--- src/hw/rtl/mips_rtype_execute_unit_assert.svh ---
// Assertion helpers for the R-type execute unit.
`ifndef MIPS_RTYPE_EXECUTE_UNIT_ASSERT_SVH
`define MIPS_RTYPE_EXECUTE_UNIT_ASSERT_SVH

// Clocked check, quiet while reset is asserted
`define MRE_ASSERT(lbl, prop, msg) \
  lbl: assert property (@(posedge clk) disable iff (!rst_n) prop) else $error(msg);

// Clocked check that also holds through reset
`define MRE_ASSERT_ALWAYS(lbl, prop, msg) \
  lbl: assert property (@(posedge clk) prop) else $error(msg);

`endif

--- src/hw/rtl/mre_pkg.sv ---
`timescale 1ns / 1ps
package mre_pkg;

  localparam int REG_COUNT = 32;
  localparam int REG_AW = $clog2(REG_COUNT);
  localparam int DATA_W = 32;

  localparam int QUEUE_DEPTH = 2;
  localparam int QPTR_W = $clog2(QUEUE_DEPTH);
  localparam int QCNT_W = $clog2(QUEUE_DEPTH + 1);

  // Command codes of the input channel
  localparam logic [1:0] CMD_EXEC  = 2'd0;
  localparam logic [1:0] CMD_WRITE = 2'd1;
  localparam logic [1:0] CMD_READ  = 2'd2;

  // Result status codes
  localparam logic [1:0] ST_OK  = 2'd0;
  localparam logic [1:0] ST_OVF = 2'd1;
  localparam logic [1:0] ST_BAD = 2'd2;

  // Function field codes
  localparam logic [5:0] FN_SLL     = 6'h00;
  localparam logic [5:0] FN_SRL     = 6'h02;
  localparam logic [5:0] FN_JR      = 6'h08;
  localparam logic [5:0] FN_SYSCALL = 6'h0c;
  localparam logic [5:0] FN_ADD     = 6'h20;
  localparam logic [5:0] FN_ADDU    = 6'h21;
  localparam logic [5:0] FN_SUB     = 6'h22;
  localparam logic [5:0] FN_AND     = 6'h24;
  localparam logic [5:0] FN_OR      = 6'h25;
  localparam logic [5:0] FN_XOR     = 6'h26;
  localparam logic [5:0] FN_SLT     = 6'h2a;

  localparam logic [REG_AW-1:0] SYSCALL_REG = 5'd2;
  localparam logic [DATA_W-1:0] EXIT_CODE = 32'd10;
  localparam logic [DATA_W-1:0] TEXT_BASE_RST = 32'h0040_0000;
  localparam logic [DATA_W-1:0] JR_OFFSET = 32'd4;

  // Register byte address of the configuration port
  localparam logic [2:0] ADDR_TEXT_BASE = 3'd0;

  typedef enum logic [3:0] {
    OP_NOP,
    OP_WRITE,
    OP_READ,
    OP_ADD,
    OP_ADDU,
    OP_SUB,
    OP_AND,
    OP_OR,
    OP_XOR,
    OP_SLT,
    OP_SRL,
    OP_SLL,
    OP_JR,
    OP_SYSCALL,
    OP_BAD
  } op_kind_t;

  // Classified request handed from front to back
  typedef struct packed {
    op_kind_t          kind;
    logic [REG_AW-1:0] src_a;
    logic [REG_AW-1:0] src_b;
    logic [REG_AW-1:0] dst;
    logic [4:0]        shamt;
    logic [DATA_W-1:0] value;
  } op_t;

endpackage

--- src/hw/rtl/mre_front.sv ---
`timescale 1ns / 1ps
module mre_front
  import mre_pkg::*;
(
  input  logic              in_valid,
  output logic              in_stall,
  input  logic [1:0]        in_command,
  input  logic [31:0]       in_instruction,
  input  logic [4:0]        in_reg_index,
  input  logic [31:0]       in_reg_value,
  input  logic              q_full,
  output logic              q_push,
  output op_t               q_op
);

  logic [5:0] funct;

  assign funct = in_instruction[5:0];

  // Accept a request whenever the queue has room
  assign in_stall = q_full;
  assign q_push = in_valid && !q_full;

  // Classify the request and pick its register addresses
  always_comb begin
    q_op.kind  = OP_NOP;
    q_op.src_a = in_instruction[25:21];
    q_op.src_b = in_instruction[20:16];
    q_op.dst   = in_instruction[15:11];
    q_op.shamt = in_instruction[10:6];
    q_op.value = in_reg_value;
    case (in_command)
      CMD_WRITE: begin
        q_op.kind = OP_WRITE;
        q_op.dst  = in_reg_index;
      end
      CMD_READ: begin
        q_op.kind  = OP_READ;
        q_op.src_a = in_reg_index;
      end
      CMD_EXEC: begin
        case (funct)
          FN_ADD:  q_op.kind = OP_ADD;
          FN_ADDU: q_op.kind = OP_ADDU;
          FN_SUB:  q_op.kind = OP_SUB;
          FN_AND:  q_op.kind = OP_AND;
          FN_OR:   q_op.kind = OP_OR;
          FN_XOR:  q_op.kind = OP_XOR;
          FN_SLT:  q_op.kind = OP_SLT;
          FN_SRL:  q_op.kind = OP_SRL;
          FN_SLL:  q_op.kind = OP_SLL;
          FN_JR:   q_op.kind = OP_JR;
          FN_SYSCALL: begin
            q_op.kind  = OP_SYSCALL;
            q_op.src_a = SYSCALL_REG;
          end
          default: q_op.kind = OP_BAD;
        endcase
      end
      default: q_op.kind = OP_NOP;
    endcase
  end

endmodule

--- src/hw/rtl/mre_queue.sv ---
`timescale 1ns / 1ps
module mre_queue
  import mre_pkg::*;
(
  input  logic clk,
  input  logic rst_n,
  input  logic push,
  input  op_t  push_op,
  input  logic pop,
  output logic full,
  output logic head_valid,
  output op_t  head_op
);

  op_t               entry_r [QUEUE_DEPTH];
  logic [QPTR_W-1:0] wr_ptr_r, wr_ptr_nxt;
  logic [QPTR_W-1:0] rd_ptr_r, rd_ptr_nxt;
  logic [QCNT_W-1:0] count_r, count_nxt;

  assign full = (count_r == QCNT_W'(QUEUE_DEPTH));
  assign head_valid = (count_r != '0);
  assign head_op = entry_r[rd_ptr_r];

  // Advance pointers and fill count
  always_comb begin
    wr_ptr_nxt = wr_ptr_r;
    rd_ptr_nxt = rd_ptr_r;
    count_nxt = count_r;
    if (push) begin
      wr_ptr_nxt = (wr_ptr_r == QPTR_W'(QUEUE_DEPTH - 1)) ? '0 : wr_ptr_r + 1'b1;
    end
    if (pop) begin
      rd_ptr_nxt = (rd_ptr_r == QPTR_W'(QUEUE_DEPTH - 1)) ? '0 : rd_ptr_r + 1'b1;
    end
    case ({push, pop})
      2'b10:   count_nxt = count_r + 1'b1;
      2'b01:   count_nxt = count_r - 1'b1;
      default: count_nxt = count_r;
    endcase
  end

  always_ff @(posedge clk) begin
    if (!rst_n) begin
      wr_ptr_r <= '0;
      rd_ptr_r <= '0;
      count_r <= '0;
    end else begin
      wr_ptr_r <= wr_ptr_nxt;
      rd_ptr_r <= rd_ptr_nxt;
      count_r <= count_nxt;
    end
  end

  // Store the pushed request
  always_ff @(posedge clk) begin
    if (push) begin
      entry_r[wr_ptr_r] <= push_op;
    end
  end

endmodule

--- src/hw/rtl/mre_back.sv ---
`timescale 1ns / 1ps
`include "mips_rtype_execute_unit_assert.svh"
module mre_back
  import mre_pkg::*;
(
  input  logic        clk,
  input  logic        rst_n,
  input  logic        q_valid,
  input  op_t         q_op,
  output logic        q_pop,
  input  logic [31:0] text_base,
  output logic        out_valid,
  input  logic        out_stall,
  output logic [1:0]  out_status,
  output logic        out_finished,
  output logic        out_jump_valid,
  output logic [31:0] out_jump_index,
  output logic [31:0] out_read_data
);

  // Register file and its per-entry valid bits
  logic [DATA_W-1:0]   mem_r [REG_COUNT];
  logic [REG_COUNT-1:0] vld_r;

  // Operand stage
  logic              a_valid_r;
  op_t               a_op_r;
  logic [DATA_W-1:0] mem_a_r, mem_b_r;
  logic              vld_a_r, vld_b_r;
  logic              fwd_a_r, fwd_b_r;
  logic [DATA_W-1:0] fwd_data_r;

  // Output register
  logic              out_valid_r;
  logic [1:0]        status_r;
  logic              fin_r;
  logic              jv_r;
  logic [DATA_W-1:0] ji_r;
  logic [DATA_W-1:0] rdata_r;

  logic              adv, a_ready;
  logic [DATA_W-1:0] opa, opb, sum, diff, jump;
  logic [1:0]        status_nxt;
  logic              fin_nxt, jv_nxt, we;
  logic [DATA_W-1:0] ji_nxt, rdata_nxt, wdata;
  logic              wb_en;

  // Pipeline handshake: output register frees, operand stage refills
  assign adv = !out_valid_r || !out_stall;
  assign a_ready = !a_valid_r || adv;
  assign q_pop = q_valid && a_ready;

  // Operands: bypass the write of the same edge, unwritten entries read zero
  assign opa = fwd_a_r ? fwd_data_r : (vld_a_r ? mem_a_r : '0);
  assign opb = fwd_b_r ? fwd_data_r : (vld_b_r ? mem_b_r : '0);

  assign sum = opa + opb;
  assign diff = opa - opb;
  assign jump = opa - text_base - JR_OFFSET;

  // Execute the request held in the operand stage
  always_comb begin
    status_nxt = ST_OK;
    fin_nxt = 1'b0;
    jv_nxt = 1'b0;
    ji_nxt = '0;
    rdata_nxt = '0;
    we = 1'b0;
    wdata = '0;
    case (a_op_r.kind)
      OP_WRITE: begin
        we = 1'b1;
        wdata = a_op_r.value;
      end
      OP_READ: rdata_nxt = opa;
      OP_ADD: begin
        if (!(opa[DATA_W-1] ^ opb[DATA_W-1]) && (sum[DATA_W-1] ^ opa[DATA_W-1])) begin
          status_nxt = ST_OVF;
        end else begin
          we = 1'b1;
          wdata = sum;
        end
      end
      OP_ADDU: begin
        we = 1'b1;
        wdata = sum;
      end
      OP_SUB: begin
        if ((opa[DATA_W-1] ^ opb[DATA_W-1]) && (diff[DATA_W-1] ^ opa[DATA_W-1])) begin
          status_nxt = ST_OVF;
        end else begin
          we = 1'b1;
          wdata = diff;
        end
      end
      OP_AND: begin
        we = 1'b1;
        wdata = opa & opb;
      end
      OP_OR: begin
        we = 1'b1;
        wdata = opa | opb;
      end
      OP_XOR: begin
        we = 1'b1;
        wdata = opa ^ opb;
      end
      OP_SLT: begin
        we = 1'b1;
        wdata = {{(DATA_W-1){1'b0}}, ($signed(opa) < $signed(opb))};
      end
      OP_SRL: begin
        we = 1'b1;
        wdata = opb >> a_op_r.shamt;
      end
      OP_SLL: begin
        we = 1'b1;
        wdata = opb << a_op_r.shamt;
      end
      OP_SYSCALL: fin_nxt = (opa == EXIT_CODE);
      OP_JR: begin
        jv_nxt = 1'b1;
        ji_nxt = {2'b00, jump[DATA_W-1:2]};
      end
      OP_BAD: status_nxt = ST_BAD;
      default: status_nxt = ST_OK;
    endcase
  end

  // Register zero never takes a write
  assign wb_en = a_valid_r && adv && we && (a_op_r.dst != '0);

  // Control state
  always_ff @(posedge clk) begin
    if (!rst_n) begin
      vld_r <= '0;
      a_valid_r <= 1'b0;
      out_valid_r <= 1'b0;
    end else begin
      if (wb_en) begin
        vld_r[a_op_r.dst] <= 1'b1;
      end
      if (a_ready) begin
        a_valid_r <= q_valid;
      end
      if (adv) begin
        out_valid_r <= a_valid_r;
      end
    end
  end

  // Register file write and registered reads
  always_ff @(posedge clk) begin
    if (wb_en) begin
      mem_r[a_op_r.dst] <= wdata;
    end
    if (q_pop) begin
      mem_a_r <= mem_r[q_op.src_a];
      mem_b_r <= mem_r[q_op.src_b];
    end
  end

  // Load the operand stage with its bypass flags
  always_ff @(posedge clk) begin
    if (q_pop) begin
      a_op_r <= q_op;
      vld_a_r <= vld_r[q_op.src_a];
      vld_b_r <= vld_r[q_op.src_b];
      fwd_a_r <= wb_en && (a_op_r.dst == q_op.src_a);
      fwd_b_r <= wb_en && (a_op_r.dst == q_op.src_b);
      fwd_data_r <= wdata;
    end
  end

  // Load the output register
  always_ff @(posedge clk) begin
    if (adv && a_valid_r) begin
      status_r <= status_nxt;
      fin_r <= fin_nxt;
      jv_r <= jv_nxt;
      ji_r <= ji_nxt;
      rdata_r <= rdata_nxt;
    end
  end

  assign out_valid = out_valid_r;
  assign out_status = status_r;
  assign out_finished = fin_r;
  assign out_jump_valid = jv_r;
  assign out_jump_index = ji_r;
  assign out_read_data = rdata_r;

  `MRE_ASSERT(a_no_wb_on_ovf, (a_valid_r && status_nxt != ST_OK) |-> !wb_en, "write on fault")
  `MRE_ASSERT(a_zero_reads_zero, (a_valid_r && a_op_r.kind == OP_READ && a_op_r.src_a == '0) |-> (rdata_nxt == '0), "register zero nonzero")
  `MRE_ASSERT(a_fin_ok, (a_valid_r && fin_nxt) |-> (status_nxt == ST_OK && !jv_nxt), "finished with fault")
  `MRE_ASSERT_ALWAYS(a_reg0_invalid, rst_n |=> !vld_r[0], "register zero marked written")

endmodule

--- src/hw/rtl/mips_rtype_execute_unit.sv ---
`timescale 1ns / 1ps
// Channel  | Handshake             | Payload
// in       | in_valid / in_stall   | in_command, in_instruction, in_reg_index, in_reg_value
// out      | out_valid / out_stall | out_status, out_finished, out_jump_valid,
//          |                       | out_jump_index, out_read_data
// cfg      | psel / penable/pready | paddr, pwrite, pwdata, prdata
//
// One request per cycle sustained while out_stall stays low; an accepted request passes through
// the queue slot, the operand stage with its registered register file read, and the output register.
// Reset (rst_n low, synchronous) empties the queue and pipeline, zeroes the register file
// through per-entry valid bits and sets text_base to 0x00400000.
// out_stall holds the output register; the pipeline and then the two-entry queue fill,
// and in_stall rises only once the queue is full.
module mips_rtype_execute_unit
  import mre_pkg::*;
(
  input  logic        clk,
  input  logic        rst_n,
  input  logic        in_valid,
  output logic        in_stall,
  input  logic [1:0]  in_command,
  input  logic [31:0] in_instruction,
  input  logic [4:0]  in_reg_index,
  input  logic [31:0] in_reg_value,
  output logic        out_valid,
  input  logic        out_stall,
  output logic [1:0]  out_status,
  output logic        out_finished,
  output logic        out_jump_valid,
  output logic [31:0] out_jump_index,
  output logic [31:0] out_read_data,
  input  logic        psel,
  input  logic        penable,
  input  logic        pwrite,
  input  logic [2:0]  paddr,
  input  logic [31:0] pwdata,
  output logic [31:0] prdata,
  output logic        pready
);

  logic [DATA_W-1:0] text_base_r;
  logic              cfg_sel;
  logic              q_full, q_push, q_pop, q_valid;
  op_t               push_op, head_op;

  // Configuration register
  assign pready = 1'b1;
  assign cfg_sel = ({paddr[2], 2'b00} == ADDR_TEXT_BASE);
  assign prdata = cfg_sel ? text_base_r : '0;

  always_ff @(posedge clk) begin
    if (!rst_n) begin
      text_base_r <= TEXT_BASE_RST;
    end else if (psel && penable && pwrite && pready && cfg_sel) begin
      text_base_r <= pwdata;
    end
  end

  mre_front u_front (
    .in_valid       (in_valid),
    .in_stall       (in_stall),
    .in_command     (in_command),
    .in_instruction (in_instruction),
    .in_reg_index   (in_reg_index),
    .in_reg_value   (in_reg_value),
    .q_full         (q_full),
    .q_push         (q_push),
    .q_op           (push_op)
  );

  mre_queue u_queue (
    .clk        (clk),
    .rst_n      (rst_n),
    .push       (q_push),
    .push_op    (push_op),
    .pop        (q_pop),
    .full       (q_full),
    .head_valid (q_valid),
    .head_op    (head_op)
  );

  mre_back u_back (
    .clk            (clk),
    .rst_n          (rst_n),
    .q_valid        (q_valid),
    .q_op           (head_op),
    .q_pop          (q_pop),
    .text_base      (text_base_r),
    .out_valid      (out_valid),
    .out_stall      (out_stall),
    .out_status     (out_status),
    .out_finished   (out_finished),
    .out_jump_valid (out_jump_valid),
    .out_jump_index (out_jump_index),
    .out_read_data  (out_read_data)
  );

endmodule

--- config.mk ---
export PLATFORM = sky130hd
export DESIGN_NAME = mips_rtype_execute_unit
export DESIGN_NICKNAME = d
export VERILOG_FILES = /design/src/hw/rtl/mre_pkg.sv /design/src/hw/rtl/mre_front.sv /design/src/hw/rtl/mre_queue.sv /design/src/hw/rtl/mre_back.sv /design/src/hw/rtl/mips_rtype_execute_unit.sv
export VERILOG_INCLUDE_DIRS = /design/src /design/src/hw/rtl
export SDC_FILE = /design/constraint.sdc
export NUM_CORES = 2
export LEC_CHECK = 0
export BUFFER_PORTS_ARGS = -buffer_cell sky130_fd_sc_hd__buf_2
export CAP_MARGIN = 20
export CORE_UTILIZATION = 50
export CTS_CLUSTER_DIAMETER = 200
export CTS_CLUSTER_SIZE = 40
export DETAILED_ROUTE_END_ITERATION = 12
export PLACE_DENSITY = 0.69
export SKIP_CTS_REPAIR_TIMING = 1
export SLEW_MARGIN = 40
export SYNTH_ARGS = -nofsm -noshare
export SYNTH_HDL_FRONTEND = slang
export SYNTH_SLANG_ARGS = --single-unit
--- constraint.sdc ---
create_clock -name clk -period 10.5 [get_ports clk]
set_input_delay 2.1 -clock clk [delete_from_list [all_inputs] [get_ports clk]]
set_output_delay 2.1 -clock clk [all_outputs]
set_load 0.02 [all_outputs]
Word level (Yosys, flattened, before mapping)

Memories as Yosys holds them, arrays and structs flattened. A register that Yosys moved wholly into a read port is not among the register bits.
Index checks and enable logic that the tools add are counted.

Add/sub/neg operators: 8
Order comparisons: 5
Equality and inequality tests: 32
Shift-type cells: 2
Multiplexer cells: 35
Bitwise operators: 8
Reduce and logical (&&, ||, !) cells: 26

Operators with widths:

| cell                                                                         | number |
|---|---|
| 32-bit case mux with 10 select lines                                         | 1 |
| 32-bit 2-to-1 mux                                                            | 7 |
| 32-bit bitwise OR                                                            | 2 |
| 32-bit subtractor                                                            | 2 |
| 4-bit case mux with 11 select lines                                          | 1 |
| 6-bit == test, second input constant                                         | 7 |
| 32-bit adder                                                                 | 1 |
| 32-bit bitwise AND                                                           | 1 |
| 32-bit by 4-bit == test with 1-bit output, second input constant             | 1 |
| 32-bit less-than comparator                                                  | 1 |
| 32-bit by 5-bit left shift with 32-bit output                                | 1 |
| 32-bit by 5-bit right shift with 32-bit output                               | 1 |
| 32-bit by 3-bit subtractor with 32-bit output, second input constant         | 1 |
| 32-bit bitwise XOR                                                           | 1 |
| 4-bit == test, second input constant                                         | 7 |
| 5-bit by 6-bit less-than comparator with 1-bit output, second input constant | 3 |
| 4-bit by 3-bit == test with 1-bit output, second input constant              | 4 |
| 1-bit 2-to-1 mux                                                             | 16 |
| 1-bit logical AND                                                            | 13 |
| 6-bit by 4-bit == test with 1-bit output, second input constant              | 2 |
| 4-bit case mux with 3 select lines                                           | 1 |
| 1-bit binary-select mux with 5-bit select                                    | 2 |
| 5-bit == test                                                                | 2 |
| 5-bit 2-to-1 mux                                                             | 2 |
| other kinds (23)                                                             | 36 |

Register bits after elaboration: 220
RAM bits: 1136
Input port bits: 113
Output and inout port bits: 103
Word-level logic and storage cells: 140
Memories: 2

Memories:

| name            | words | width | rd ports | clocked after memory_dff | write ports | RTL line        | RTL |
|---|---|---|---|---|---|---|---|
| u_back.mem_r    | 32    | 32    | 2        | 2                        | 1           | mre_back.sv:22  | `logic [DATA_W-1:0] mem_r [REG_COUNT];` |
| u_queue.entry_r | 2     | 56    | 1        | 1                        | 1           | mre_queue.sv:15 | `op_t entry_r [QUEUE_DEPTH];` |

Depth between registers and ports, before layout

Word-level depth: 11
Depth in mapped cells: 20
Depth with buffers taken out: 16

Cells and area by module

From an unflattened synthesis, not the netlist that was laid out.

Cell total of the unflattened synthesis: 4433
Area total of the unflattened synthesis: 72403.2 µm²

Modules (own cells, without submodules):

| module                  | times used | cells each | area an instance (µm²) | sequential area each (µm²) |
|---|---|---|---|---|
| mre_back                | 1          | 3972       | 65978.3                | 37796.2 |
| mre_queue               | 1          | 196        | 4252.8                 | 3463.3 |
| mips_rtype_execute_unit | 1          | 177        | 1542.7                 | 640.6 |
| mre_front               | 1          | 88         | 629.4                  | 0.0 |

Least setup slack after synthesis

No wires, ideal clock.

Path kind: input to register
From: input out_stall
To: register u_queue.count_r[1]
Setup time: 0.076 ns
Data arrival time: 10.290 ns
Required time: 10.424 ns
Slack: 0.134 ns
Cell stages on the path: 5
Path buffers: 0
Cell sequence: nand3_1 > nor2b_1 > ha_1 > or3_1 > a21boi_0

Longest elaborated chain between the ends: 6
Elaborated cells on any way between the ends: 8
Those cells by class: eq/ne (2); mux (1); reduce/logical (5)

RTL lines:

| element                                                                          | RTL line                      | RTL |
|---|---|---|
| start: declaration                                                               | mips_rtype_execute_unit.sv:26 | `input logic out_stall,` |
| 1-bit zero test *                                                                | mre_back.sv:49                | `assign adv = !out_valid_r \|\| !out_stall;` |
| 1-bit logical OR *                                                               | mre_back.sv:49                |  |
| 1-bit logical OR *                                                               | mre_back.sv:50                | `assign a_ready = !a_valid_r \|\| adv;` |
| 1-bit logical AND *                                                              | mre_back.sv:51                | `assign q_pop = q_valid && a_ready;` |
| net q_pop                                                                        | mips_rtype_execute_unit.sv:43 | `logic q_full, q_push, q_pop, q_valid;` |
| 2-bit by 1-bit == test with 1-bit output / 2-bit == test (equally long branches) | mre_queue.sv:35               | `case ({push, pop})` |
| 2-bit case mux with 2 select lines / 2-bit nonzero test (equally long branches)  | n/a                           |  |
| end signal: assignment                                                           | mre_queue.sv:50               | `count_r <= count_nxt;` |
| end: declaration                                                                 | mre_queue.sv:18               | `logic [QCNT_W-1:0] count_r, count_nxt;` |

Mark *: on every way through the listed nets, which the timed path passes. The rest lies on a longest branch.
A chain may end at the register's enable or synchronous reset.

Worst setup path in the final report

From: register u_back.fwd_b_r
To: memory u_back.mem_r[10][24], enable pin

Longest elaborated chain between the ends: 10
Elaborated cells on any way between the ends: 16
Those cells by class: add/sub (2); mux (6); bitwise (3); reduce/logical (5)

RTL lines:

| element                                         | RTL line                       | RTL |
|---|---|---|
| start: declaration                              | mre_back.sv:30                 | `logic fwd_a_r, fwd_b_r;` |
| start signal: assignment                        | mre_back.sv:170                | `fwd_b_r <= wb_en && (a_op_r.dst == q_op.src_b);` |
| 32-bit 2-to-1 mux *                             | mre_back.sv:55                 | `assign opb = fwd_b_r ? fwd_data_r : (vld_b_r ? mem_b_r : '0);` |
| 32-bit subtractor, or another cell as far along | mre_back.sv:58                 | `assign diff = opa - opb;` |
| 1-bit bitwise XOR, or another cell as far along | mre_back.sv:89                 | `if ((opa[DATA_W-1] ^ opb[DATA_W-1]) && (diff[DATA_W-1] ^ opa[DATA_W-1])) begin` |
| 1-bit logical AND (on tied branches)            | mre_back.sv:89, mre_back.sv:77 |  |
| 1-bit 2-to-1 mux (on tied branches)             | mre_back.sv:89, mre_back.sv:77 |  |
| 1-bit case mux with 3 select lines *            | mre_back.sv:70                 | `case (a_op_r.kind)` |
| 1-bit logical AND * (2 in series)               | mre_back.sv:131                | `assign wb_en = a_valid_r && adv && we && (a_op_r.dst != '0);` |
| 1-bit 2-to-1 mux *                              | mre_back.sv:154                | `if (wb_en) begin` |
| 1-bit 2-to-1 mux (implied by the code) *        | mre_back.sv:155                | `mem_r[a_op_r.dst] <= wdata;` |
| end: declaration                                | mre_back.sv:22                 |  |

Every way passes the cells marked *; elsewhere a longest branch is shown, timed or not.

==> impl_results.md <==
* Die ar. at around 0.15 mm^2
* Clk pwr share at a little over a tenth
* Antenna Nets Post-Route at 0
* Share of post-route cells with drive strength above 1 at a little over a fifth
* Num CTS Buffers at 41
* RSZ-0062 raised after global routing: false
* WP buf/inv at 5
* Syn Area/Cell at about 14 um^2
* GPL Wtd Cong at 0.9882
* Worst-Margin Slew at between 900 and 1000 ps
* Commonest cells after routing, fill and taps aside: edfxtp_1, nand2_1, mux4_2, nand3_1, nor2_1
* Clk_skew at approximately 38 ps
* Sw frac at roughly 44%
* Port Buffers at a little over 200
* Power share of the combinational group at a little over half
* Cell mode on critical path: buf_4
* Tcrit/Tclk final at 75.47%
* Power, Total at between 20 and 25 mW
* Nets at roughly 5700
* Outcome: completed
* Maxcap violations at 0
* Final std cells w/o fill at roughly 7400
* Crit path required time at 10870 ps
* Initial antenna violation count at 15
* CP Max Fanout at 35
* Clock Tree Root: clkbuf_16
* Num Clock Sinks at approximately 1400
* Layout area overhead at 7.816%
* # IOs at ~220
* CP max-delay cell: or4b_1
* Max rail drop VDD at between 0.15 and 0.2 mV
* Dpl cell area at 0.07763 mm^2
* Global route overflow at 0
* Max Freq at 0.1262 GHz
* Initial core utilization at roughly half
* Worst Setup End Kind: flip-flop
* Largest net degree at the start of global routing at a little over 100
* Async SR Flop Fraction at 0%
* Post-Place Cells at approximately 7300
* Setup violations, final at 0
* Drt pass-1 iters at 6
* Internal power at 12.97 mW
* GR Util All Layers at 30.55%
* Worst path top cell family by delay: simple AND/OR/NAND/NOR gates
* Hpwl dp at between 100000 and 150000 um
* DR vias at 49330
* Core area at roughly 0.15 mm^2
* Synth unique cells at a little over 90
* Min-Delay Path Class: reg2reg
* Fin util at between 50% and 60%
* CTS tree: yes
* Vias in the first global route at roughly 48000
* Final Hold Viols at 0
* Clock transition at the registers of the reported paths at about 170 ps
* Synth Flop Type: edfxtp_1
* DRT iter0 DRCs at 6502
* Switching power of the nets at slightly above 10 mW
* Pre-CTS WS at about 2800 ps
* # fillers at between 10000 and 15000
* Final slew viol count at 0
* Worst setup margin at 2575 ps
* Die X at 384.7 um
* Drc violations at 0
* Setup TNS at 0 ps
* Final Routed Wirelength at 229300 um
* CTS H-tree lvls at 2
* Slowest stage delay, CP at between 800 and 900 ps
* Worst EP arrival at approximately 8300 ps
* YS warnings at 0
* Startpoint class of the critical path: flip-flop
* First-pass GRT wire length at about 330000 um
* Post-synth EDFFs at 1348
* Reg power frac at between 30% and 40%
* Sequential share of the synthesized area at about 57%
* Commonest non-fill, non-tap cell in the layout: edfxtp_1
* Crit path kind: reg2reg
* Flops & latches, synth at around 1400
* Row cnt at 140
* Lkg Pwr at between 20 and 30 nW
* Wirelength per Cell at just over 30 um
* Cell count after synthesis at around 5400
* Worst-Skew Late Latency at 730 ps
* Cell area after layout at 0.07896 mm^2
* Die Ht at approximately 380 um
* Rel. slew slack at 36.70%
* Hold slack at 473.1 ps
* Vias/cell at about 6.7
* Deepest clock path buffer count at 3
* Post-Syn Area at ~0.073 mm^2
* Worst-path cell chain: buf_4 > nor2b_2 > buf_4 > a22o_1 > inv_1 > ha_1 > inv_1 > a311oi_1 > nor2_1 > a211oi_2 > o211ai_1 > a31oi_1 > nand3_1 > a311o_1 > or4b_1 > nor2_4 > buf_4
* Power per cell area at 293.5 mW/mm^2
* Tmin final at between 7000 and 8000 ps
Yosys cell counts, drive strengths merged (10+ instances only):
master  count  area (um^2)
nor3       39        195.2
clkbuf    259        972.2
a221oi     23        201.4
a21boi     39        292.8
xor2       15        131.4
or3        13        81.33
nand4      29        196.4
o211ai     27        202.7
nor2      269         1010
edfxtp   1348        40480
inv       180        675.6
a31oi      34        227.7
mux4      557        12540
o21bai     10        75.07
buf       120        505.5
mux2i      58        580.6
and2       22        137.6
o31ai      22        178.9
dfxtp      71         1421
xnor2      42        367.9
ha        164         2052
nor2b      73        456.7
a22o       33        289.0
o21a       10        75.07
nand2     820         3080
a21oi     153        773.2
a22oi      57        441.7
nand3     363         1822
nand2b     24        150.1
mux2       68        769.5
a21o       30        225.2
a211oi     30        240.2
o21ai     207         1062
o221ai     15        131.4
o22ai      28        175.2
worst paths after layout:
kind / from / to / slack [ps] / depth (start not counted)
worst max-delay path: u_back.fwd_b_r / u_back.mem_r[10][24] / 2580 / 17
worst min-delay path: u_back.vld_r[26] / u_back.vld_r[26] / 470 / 2
worst max register to register: u_back.fwd_b_r / u_back.mem_r[10][24] / 2580 / 17
worst min register to register: u_back.vld_r[26] / u_back.vld_r[26] / 470 / 2
worst reg2reg max path: cells and delay by family, from the launching register on:
family | cells | cell delay, ps
buffers and inverters | 5 | 1660
AOI/OAI and AO/OA | 6 | 2090
adders and majority gates | 1 | 760
DFF | 1 | 400
and+or+nand+nor | 5 | 2640
power by group through the flow:
stage          sequential (mW)  combinational (mW)  clock [mW]
3_3_place_gp              8.52                11.9           0
4_1_cts                   8.39                12.1        2.46
3_5_place_dp              8.52                12.1           0
6_report                  8.40                12.3        2.43
5_1_grt                   8.44                13.0        2.61
2_1_floorplan             8.55                7.54           0
flip-flops by register name (all words and copies together), names as in the netlist, 2 cells and up, named ones only:
| name | cells |
|---|---|
| u_back.a_op_r | 46 |
| u_back.out_status | 2 |
| text_base_r | 32 |
| u_back.vld_r | 32 |
| u_back.fwd_data_r | 32 |
| u_queue.entry_r | 112 |
| u_back.mem_a_r | 32 |
| u_back.out_read_data | 32 |
| u_back.mem_b_r | 32 |
| u_back.out_jump_index | 30 |
| u_queue.count_r | 2 |
| u_back.mem_r | 1024 |
area by class of cell:
type	instances	area [um^2]	share of cell area, %
clock inverter	2	46.29	0.05863
sequential	1419	41900	53.07
clock buffer	73	1167	1.478
multi-input combinational	3419	29960	37.94
inverter	180	675.6	0.8557
antenna	2	5.005	0.006339
tap	1917	2399	3.038
timing repair buffer	391	2804	3.551
layer usage:
layer,GRT usage [%],vias up,wire length (um)
li1,-,20790,-
met1,40.77,25070,85870
met2,49.59,2948,109500
met3,5.216,503,22850
met4,13.12,12,10960
met5,0,-,96
kinds of logic after synthesis:
group | Yosys count | share of synthesized area [%]
AOI/OAI and AO/OA | 779 | 7.058
other | 2 | 0.01025
muxes | 683 | 18.97
adders and majority gates | 167 | 2.884
DFF | 1419 | 57.21
xor gates and xnor gates | 57 | 0.6817
and+or+nand+nor | 1698 | 10.24
buffers and inverters | 559 | 2.940
(Power assumes the default switching activity.)
